[config.mk]
export PLATFORM = sky130hd
export DESIGN_NAME = euler_totient_top
export DESIGN_NICKNAME = d
export VERILOG_FILES = /design/src/sv/et_pkg.sv /design/src/sv/et_divider.sv /design/src/sv/euler_totient_top.sv
export SDC_FILE = /design/constraint.sdc
export NUM_CORES = 1
export LEC_CHECK = 0
export ABC_AREA = 1
export BUFFER_PORTS_ARGS = -buffer_cell sky130_fd_sc_hd__buf_4
export CAP_MARGIN = 20
export CELL_PAD_IN_SITES_DETAIL_PLACEMENT = 1
export CELL_PAD_IN_SITES_GLOBAL_PLACEMENT = 1
export CORE_ASPECT_RATIO = 0.8
export CORE_MARGIN = 1.5
export CORE_UTILIZATION = 30
export DETAILED_ROUTE_END_ITERATION = 8
export PLACE_DENSITY = 0.63
export SKIP_CTS_REPAIR_TIMING = 1
export SYNTH_ARGS = -nofsm -noshare
export SYNTH_HDL_FRONTEND = slang
export SYNTH_HIERARCHICAL = 1
export SYNTH_SLANG_ARGS = --single-unit
[constraint.sdc]
create_clock -name aclk -period 7 [get_ports aclk]
set_clock_uncertainty 0.05 [all_clocks]
set_input_delay 0 -clock aclk [delete_from_list [all_inputs] [get_ports aclk]]
set_output_delay 0 -clock aclk [all_outputs]
set_load 0.02 [all_outputs]
[src/sv/et_pkg.sv]
// Package for the Euler totient block.
// Holds the default operand width shared by the top level and its checker.
package et_pkg;

    // Default width of the value and totient fields.
    localparam int VALUE_BITS_DEF = 32;

endpackage

[src/sv/et_divider.sv]
// Shared restoring divider for the Euler totient block: one quotient bit per cycle.
// Depends on nothing; the width comes from the top level.
module et_divider #(
    parameter int VALUE_BITS = 32
) (
    input  logic                  aclk,
    input  logic                  aresetn,
    input  logic                  start,
    input  logic [VALUE_BITS-1:0] dividend,
    input  logic [VALUE_BITS-1:0] divisor,
    output logic                  done,
    output logic [VALUE_BITS-1:0] quotient,
    output logic [VALUE_BITS-1:0] remainder
);

    localparam int CNT_W = $clog2(VALUE_BITS + 1);

    logic [VALUE_BITS-1:0] quo_reg, quo_next;
    logic [VALUE_BITS-1:0] rem_reg, rem_next;
    logic [VALUE_BITS-1:0] div_reg, div_next;
    logic [CNT_W-1:0]      cnt_reg, cnt_next;
    logic                  busy_reg, busy_next;
    logic                  done_reg, done_next;
    logic [VALUE_BITS:0]   trial;
    logic [VALUE_BITS:0]   diff;
    logic                  fits;

    // The partial remainder stays below the divisor, so bit VALUE_BITS of the
    // difference is set exactly when the trial subtraction borrows.
    assign trial = {rem_reg, quo_reg[VALUE_BITS-1]};
    assign diff  = trial - {1'b0, div_reg};
    assign fits  = ~diff[VALUE_BITS];

    always_comb begin
        quo_next  = quo_reg;
        rem_next  = rem_reg;
        div_next  = div_reg;
        cnt_next  = cnt_reg;
        busy_next = busy_reg;
        done_next = 1'b0;
        if (start) begin
            quo_next  = dividend;
            rem_next  = '0;
            div_next  = divisor;
            cnt_next  = '0;
            busy_next = 1'b1;
        end else if (busy_reg) begin
            rem_next = fits ? diff[VALUE_BITS-1:0] : trial[VALUE_BITS-1:0];
            if (VALUE_BITS > 1) begin
                quo_next = {quo_reg[VALUE_BITS-2:0], fits};
            end
            cnt_next = cnt_reg + CNT_W'(1);
            if (cnt_reg == CNT_W'(VALUE_BITS - 1)) begin
                busy_next = 1'b0;
                done_next = 1'b1;
            end
        end
    end

    always_ff @(posedge aclk) begin
        if (!aresetn) begin
            busy_reg <= 1'b0;
            done_reg <= 1'b0;
            cnt_reg  <= '0;
        end else begin
            busy_reg <= busy_next;
            done_reg <= done_next;
            cnt_reg  <= cnt_next;
        end
        quo_reg <= quo_next;
        rem_reg <= rem_next;
        div_reg <= div_next;
    end

    assign done      = done_reg;
    assign quotient  = quo_reg;
    assign remainder = rem_reg;

endmodule

[src/sv/euler_totient_top.sv]
// Top level of the Euler totient block: trial-division sequencer and result register.
// Depends on et_pkg and on the shared divider et_divider.
//
//   Channel   Direction  Ports                       Carries
//   s_        in         s_valid, s_ready, s_value    one request: the value n
//   m_        out        m_valid, m_ready, m_totient  one result: phi(n)
//
// Every division runs in the shared divider, one quotient bit per cycle. A request
// needs one division per odd trial divisor up to sqrt(rest), plus two per prime
// found (the answer update and the last strip attempt), one per extra power
// removed and one for a leftover prime; each factor two is stripped without a
// division.
// Reset is synchronous and active low; it clears the sequencer and m_valid.
// s_ready is high only in the idle state; a finished result waits in the
// result register while the next request is being worked on.
module euler_totient_top #(
    parameter int VALUE_BITS = et_pkg::VALUE_BITS_DEF
) (
    input  logic                  aclk,
    input  logic                  aresetn,
    input  logic                  s_valid,
    output logic                  s_ready,
    input  logic [VALUE_BITS-1:0] s_value,
    output logic                  m_valid,
    input  logic                  m_ready,
    output logic [VALUE_BITS-1:0] m_totient
);

    typedef enum logic [2:0] {
        ST_IDLE,
        ST_STRIP2,
        ST_DIV_REST,
        ST_DIV_ANS,
        ST_DIV_STRIP,
        ST_FINAL_CHK,
        ST_DIV_FINAL,
        ST_RESULT
    } state_t;

    state_t                state_reg, state_next;
    logic [VALUE_BITS-1:0] ans_reg, ans_next;
    logic [VALUE_BITS-1:0] rest_reg, rest_next;
    logic [VALUE_BITS-1:0] d_reg, d_next;
    logic                  start_reg, start_next;
    logic [VALUE_BITS-1:0] opa_reg, opa_next;
    logic [VALUE_BITS-1:0] opb_reg, opb_next;
    logic                  m_valid_reg, m_valid_next;
    logic [VALUE_BITS-1:0] m_totient_reg, m_totient_next;

    logic                  div_done;
    logic [VALUE_BITS-1:0] div_quo;
    logic [VALUE_BITS-1:0] div_rem;
    logic [VALUE_BITS-1:0] d_plus2;
    logic [VALUE_BITS-1:0] ans_reduced;

    et_divider #(
        .VALUE_BITS(VALUE_BITS)
    ) u_div (
        .aclk     (aclk),
        .aresetn  (aresetn),
        .start    (start_reg),
        .dividend (opa_reg),
        .divisor  (opb_reg),
        .done     (div_done),
        .quotient (div_quo),
        .remainder(div_rem)
    );

    assign d_plus2 = d_reg + VALUE_BITS'(2);

    // ans / p * (p - 1) equals q * p - q, and q * p is ans minus the remainder,
    // so the update needs only subtractions.
    assign ans_reduced = ans_reg - div_rem - div_quo;

    always_comb begin
        state_next     = state_reg;
        ans_next       = ans_reg;
        rest_next      = rest_reg;
        d_next         = d_reg;
        start_next     = 1'b0;
        opa_next       = opa_reg;
        opb_next       = opb_reg;
        m_valid_next   = m_valid_reg;
        m_totient_next = m_totient_reg;

        if (m_valid_reg && m_ready) begin
            m_valid_next = 1'b0;
        end

        case (state_reg)
            ST_IDLE: begin
                if (s_valid) begin
                    rest_next = s_value;
                    d_next    = VALUE_BITS'(3);
                    if (s_value == '0) begin
                        // Zero is never factored; the answer keeps its start value.
                        ans_next   = '0;
                        state_next = ST_RESULT;
                    end else if (!s_value[0]) begin
                        ans_next   = s_value >> 1;
                        state_next = ST_STRIP2;
                    end else begin
                        ans_next   = s_value;
                        start_next = 1'b1;
                        opa_next   = s_value;
                        opb_next   = VALUE_BITS'(3);
                        state_next = ST_DIV_REST;
                    end
                end
            end
            ST_STRIP2: begin
                // Remove one factor two per cycle.
                if (!rest_reg[0]) begin
                    rest_next = rest_reg >> 1;
                end else begin
                    start_next = 1'b1;
                    opa_next   = rest_reg;
                    opb_next   = d_reg;
                    state_next = ST_DIV_REST;
                end
            end
            ST_DIV_REST: begin
                // One division gives both the loop bound test and the remainder.
                if (div_done) begin
                    if (div_quo < d_reg) begin
                        state_next = ST_FINAL_CHK;
                    end else if (div_rem == '0) begin
                        rest_next  = div_quo;
                        start_next = 1'b1;
                        opa_next   = ans_reg;
                        opb_next   = d_reg;
                        state_next = ST_DIV_ANS;
                    end else begin
                        d_next     = d_plus2;
                        start_next = 1'b1;
                        opa_next   = rest_reg;
                        opb_next   = d_plus2;
                    end
                end
            end
            ST_DIV_ANS: begin
                if (div_done) begin
                    ans_next   = ans_reduced;
                    start_next = 1'b1;
                    opa_next   = rest_reg;
                    opb_next   = d_reg;
                    state_next = ST_DIV_STRIP;
                end
            end
            ST_DIV_STRIP: begin
                // Keep dividing out the prime just found.
                if (div_done) begin
                    start_next = 1'b1;
                    if (div_rem == '0) begin
                        rest_next = div_quo;
                        opa_next  = div_quo;
                        opb_next  = d_reg;
                    end else begin
                        d_next     = d_plus2;
                        opa_next   = rest_reg;
                        opb_next   = d_plus2;
                        state_next = ST_DIV_REST;
                    end
                end
            end
            ST_FINAL_CHK: begin
                // A cofactor above two left over is itself a prime.
                if (rest_reg > VALUE_BITS'(2)) begin
                    start_next = 1'b1;
                    opa_next   = ans_reg;
                    opb_next   = rest_reg;
                    state_next = ST_DIV_FINAL;
                end else begin
                    state_next = ST_RESULT;
                end
            end
            ST_DIV_FINAL: begin
                if (div_done) begin
                    ans_next   = ans_reduced;
                    state_next = ST_RESULT;
                end
            end
            ST_RESULT: begin
                if (!m_valid_reg || m_ready) begin
                    m_valid_next   = 1'b1;
                    m_totient_next = ans_reg;
                    state_next     = ST_IDLE;
                end
            end
            default: begin
                state_next = ST_IDLE;
            end
        endcase
    end

    always_ff @(posedge aclk) begin
        if (!aresetn) begin
            state_reg   <= ST_IDLE;
            start_reg   <= 1'b0;
            m_valid_reg <= 1'b0;
        end else begin
            state_reg   <= state_next;
            start_reg   <= start_next;
            m_valid_reg <= m_valid_next;
        end
        ans_reg       <= ans_next;
        rest_reg      <= rest_next;
        d_reg         <= d_next;
        opa_reg       <= opa_next;
        opb_reg       <= opb_next;
        m_totient_reg <= m_totient_next;
    end

    assign s_ready   = (state_reg == ST_IDLE);
    assign m_valid   = m_valid_reg;
    assign m_totient = m_totient_reg;

endmodule

# After elaboration in Yosys (flattened, before gate mapping)
# Cells that the tools add are included.
[word_totals]
reg_bits = 301
inputBits = 36
out_inout_bits = 34
word_cells = 139
[op_classes]
add_sub_neg = 5
n_lt_le_gt_ge = 2
n_eq_ne = 23
muxes = 68
n_bitwise = 3
n_reduce_logical = 22
[ops]
columns = ["op", "n"]
rows = [
  ["$mux W32", 33],
  ["$pmux W32 S6", 2],
  ["$pmux W32 S4", 1],
  ["$pmux W32 S3", 1],
  ["$logic_not A32 Y1", 2],
  ["$pmux W32 S2", 1],
  ["$sub A32 B32 Y32", 2],
  ["$mux W3", 11],
  ["$sub A33 B32 Y33", 1],
  ["$add A32 B2 Y32 const B", 1],
  ["$gt A32 B2 Y1 const B", 1],
  ["$lt A32 B32 Y1", 1],
  ["$pmux W3 S8", 1],
  ["$mux W1", 16],
  ["$ne A2 B2 Y1 const B", 8],
  ["$eq A3 B3 Y1 const B", 4],
  ["$ne A2 B1 Y1 const B", 6],
  ["$reduce_and A10 Y1", 1],
  ["$reduce_and A5 Y1", 2],
  ["$reduce_and A9 Y1", 1],
  ["$add A6 B1 Y6 const B", 1],
  ["$eq A3 B2 Y1 const B", 2],
  ["$eq A6 B5 Y1 const B", 1],
  ["$reduce_and A6 Y1", 1],
  ["other kinds (17)", 22],
]

# Longest topological paths before layout
[logic_depth]
ltp_word = 5
ltp_mapped = 19

# Cells and area by module
# Netlist, hierarchy kept.
[by_module_without_submodules]
columns = ["mod", "instances", "cells_each", "area_per_inst_um2", "seq_area_each_um2"]
rows = [
  ["euler_totient_top", 1, 1809, 14641.5, 5835.6],
  ["et_divider", 1, 1036, 6950.4, 2722.6],
]

# Worst setup path before layout
# Ideal clock, no wire load.
[synth_path]
path_type = "flip-flop to flip-flop"
start = "reg d_reg[23]"
end = "reg opa_reg[0] (enable)"
setup_ns = 0.475
arrival_time_ns = 3.843
setup_slack_ns = 2.632
path_stages_with_launch = 11
period_less_slack_ns = 4.368
cell_sequence = "edfxtp_1 > inv_1 > ha_1 > nand2_1 > nor2_1 > nand4_1 > nor2_1 > nand2_1 > nand3_1 > nand2_1 > nor3_2"
[synth_between]
elab_chain_len = 3
[synth_rtl]
columns = ["item", "line_no", "text"]
rows = [
  ["start: declaration", "euler_totient_top.sv:43", "logic [VALUE_BITS-1:0] d_reg, d_next;"],
  ["start signal: assignment", "euler_totient_top.sv:208", "d_reg <= d_next;"],
  ["$lt A32 B32 Y1", "euler_totient_top.sv:125", "if (div_quo < d_reg) begin"],
  ["$ne A2 B2 Y1 (no source line)", "-", ""],
  ["$reduce_and A10 Y1 (no source line)", "-", ""],
  ["end signal: assignment", "euler_totient_top.sv:209", "opa_reg <= opa_next;"],
  ["end: declaration", "euler_totient_top.sv:45", "logic [VALUE_BITS-1:0] opa_reg, opa_next;"],
]
# No other way between the ends.
# A chain may end at the register's enable or synchronous reset.

# Worst setup path in the final report
[layout_path]
start = "reg state_reg[0]"
end = "reg ans_reg[25] (enable)"
[layout_between]
elab_chain_len = 4
[layout_rtl]
columns = ["item", "line_no", "text"]
rows = [
  ["start: declaration", "euler_totient_top.sv:40", "state_t state_reg, state_next;"],
  ["start signal: assignment", "euler_totient_top.sv:202", "state_reg <= state_next;"],
  ["$eq A3 B3 Y1 or $eq A3 B2 Y1 (tied branches)", "euler_totient_top.sv:90", "case (state_reg)"],
  ["$reduce_or A2 Y1 (no source line)", "-", ""],
  ["$ne A2 B1 Y1 (no source line) or $reduce_bool A2 Y1 (tied branches)", "-", ""],
  ["$reduce_and A3 Y1 (no source line) (*)", "-", ""],
  ["end signal: assignment", "euler_totient_top.sv:206", "ans_reg <= ans_next;"],
  ["end: declaration", "euler_totient_top.sv:41", "logic [VALUE_BITS-1:0] ans_reg, ans_next;"],
]
# Every way passes the cells marked *; elsewhere a longest branch is shown, timed or not.

==> run metrics <==
status completed; final instance count without filler cells 3,884; first-pass GRT wire length around 130,000 um; largest net degree at the start of global routing 94; crit path capture type flip-flop; CP max stage delay approximately 520 ps; RePlAce Congestion around 0.9; Tot Pwr about 13 mW; Worst Tran Pin Value just under 1000 ps; placed insts around 3.8k; CTS tree done; Arr. time, crit path ~4000 ps; Max-cap violations 0; final setup TNS 0 ps; r2r setup slk ~3200 ps; slew margin rel. between 30% and 40%; Worst-path clk slew 70 ps; H-tree depth 2; number of library cell types mapped by synthesis 53; DRC viols 0; Crit path required time about 7200 ps; Reg area 8560 um^2; input/output buffers 69; Worst VDD drop around 0.34 mV; post-synthesis sequential area ratio roughly two fifths; Initial DRC Count about 1.6k; clock buffer depth 3; antenna viol nets, final 0; final period utilization between 50 and 60%; reg-to-reg endpoint ans_reg[25]; starting density of the core a little under a third; Post-synth top flop edfxtp_1; worst path cell trace nand2_4, inv_4, nand2_1, nand2_1, buf_4, inv_2, o21ai_4, buf_4; FILL cells between 8k and 9k; CTS root buf clkbuf_16; syn nets 3,011; Fmax ~260 MHz; worst flop-to-flop path startpoint state_reg[0]; std cell rows between 80 and 90; Post-synth EDFFs roughly 260; Die Span Y around 240 um; vias in the first global route roughly 20k; via count ~20k; DR WL/cell approximately 22 um; CP endpoint ans_reg[25]; gr usage total ~23%; RSZ-0062 raised after global routing false; multi-input combinational cell area around 11,000 um^2; core region area 70,900 um^2; Crit Path Class flip-flop to flip-flop; Num Clock Sinks 300; Synth async-reset ratio 0%; Mapped Cells 2,845; number of placed I/O pins 70; initial antenna violation count 0; Clock Latency Late Sink around 570 ps; FF-to-FF path depth 8; Critical Path Start state_reg[0]; fin nets just over 3k; die area between 70,000 and 80,000 um^2; Via-to-Cell Ratio 5.17; Avg Inst Size Synth around 7.6 um^2; CP Max Fanout 60; total CTS buffers 38; ANT cells 0; leakage power 10.8 nW; Final Hold Viols 0; First-pass DRT Iterations 5; synth warn 6; Period minus WS final ~3800 ps; drt total wl about 85,000 um; layout cells sized above 1 under 10%; Worst path slowest cell dfxtp_1; cell area power density approximately 530 nW/um^2; cell area after synthesis approximately 22,000 um^2; Post-DP HPWL 65,600 um; endpoints failing setup 0; register bit total from synthesis 300; die width about 300 um; CP Launch Type flip-flop; Final Max Slew Viols 0; grt ovf 0; synthesis-to-layout area growth 14.0%; worst min path class input pin to flip-flop
==> placed cells by master, fill, tap and decap left out, types with 62 or more instances in the layout <==
cell type    n
nand2_1    897
inv_1      495
edfxtp_1   255
nor2_1     186
nand3_1    104
o211ai_1   102
ha_1        98
o21ai_0     97
a21oi_1     92
buf_4       88
nand4_1     62
==> worst max-delay path, delay by kind of cell, from the launching register on <==
kind	cells	cell delay, ps
compound gates	1	330
buf+inv	4	1640
flops	1	520
simple gates	3	720
==> through the flow <==
stage                     worst slack (ps)  hold WS [ps]  util [%]  cell area (um^2)
after floorplan                       2630          67.7         -             21600
after global placement                3420           286      32.5             23000
after detailed placement              3310           284      32.5             23000
after CTS                             3280          -325      34.2             24300
after global routing                  3050          79.8      34.7             24600
final                                 3200          63.9      34.7             24600
==> final cells by class <==
cell class,instances,area share (%)
clock inverters,23,0.986
multi-input cells,1948,43.5
clock buffers,46,4.11
well taps,934,4.75
inverters,510,7.79
repair buffers,123,4.15
flip-flops and latches,300,34.8
==> cells by family (layout without fill, tap and decap cells) <==
group	after synthesis	count (layout)	synth area share (%)
xor gates and xnor gates	50	50	2.03
and+or+nand+nor	1354	1354	26.3
buffers and inverters	597	702	11.1
DFF	300	300	39.6
adders and majority gates	130	130	8.65
AOI/OAI and AO/OA	414	414	12.3
==> where the power goes <==
part           internal, mW  switching (mW)
registers              3.09           0.693
clock network          1.18           0.854
logic                  2.11            5.14
total                  6.39            6.68
==> worst min-delay path by stage <==
stage                start           to  slack, ps  depth (start not counted)
6_report        s_value[0]   ans_reg[7]         60                          3
5_1_grt         s_value[0]   ans_reg[7]         80                          3
4_1_cts        s_value[29]  opa_reg[29]       -330                          3
3_5_place_dp   s_value[29]  opa_reg[29]        280                          3
3_3_place_gp   s_value[29]  opa_reg[29]        290                          3
2_1_floorplan      aresetn      m_valid         70                          1
==> metal layers <==
layer	wire, um	global-route usage, %	vias up
met3	4730	3.39	102
met1	42100	34.1	9990
met2	36400	34.4	544
li1	-	-	9459
met4	1800	5.17	0
met5	0	0	-
==> cell usage after synthesis, types with 12 or more instances <==
master    count  area (um^2)
nand2_1     898         3370
inv_1       495         1860
edfxtp_1    255         7660
nor2_1      189          709
nand3_1     104          521
o211ai_1    102          766
ha_1         98         1230
o21ai_0      98          490
a21oi_1      92          460
nand4_1      62          388
dfxtp_1      45          901
clkbuf_1     37          139
o221ai_1     35          307
xor2_1       34          298
buf_2        32          160
fa_1         32          641
nor3_1       31          155
o21bai_1     23          173
nand2_2      16          100
xnor2_1      16          140
o22ai_1      15         93.8
inv_2        12         45.0
No activity file was read; power rests on OpenSTA's default activity.
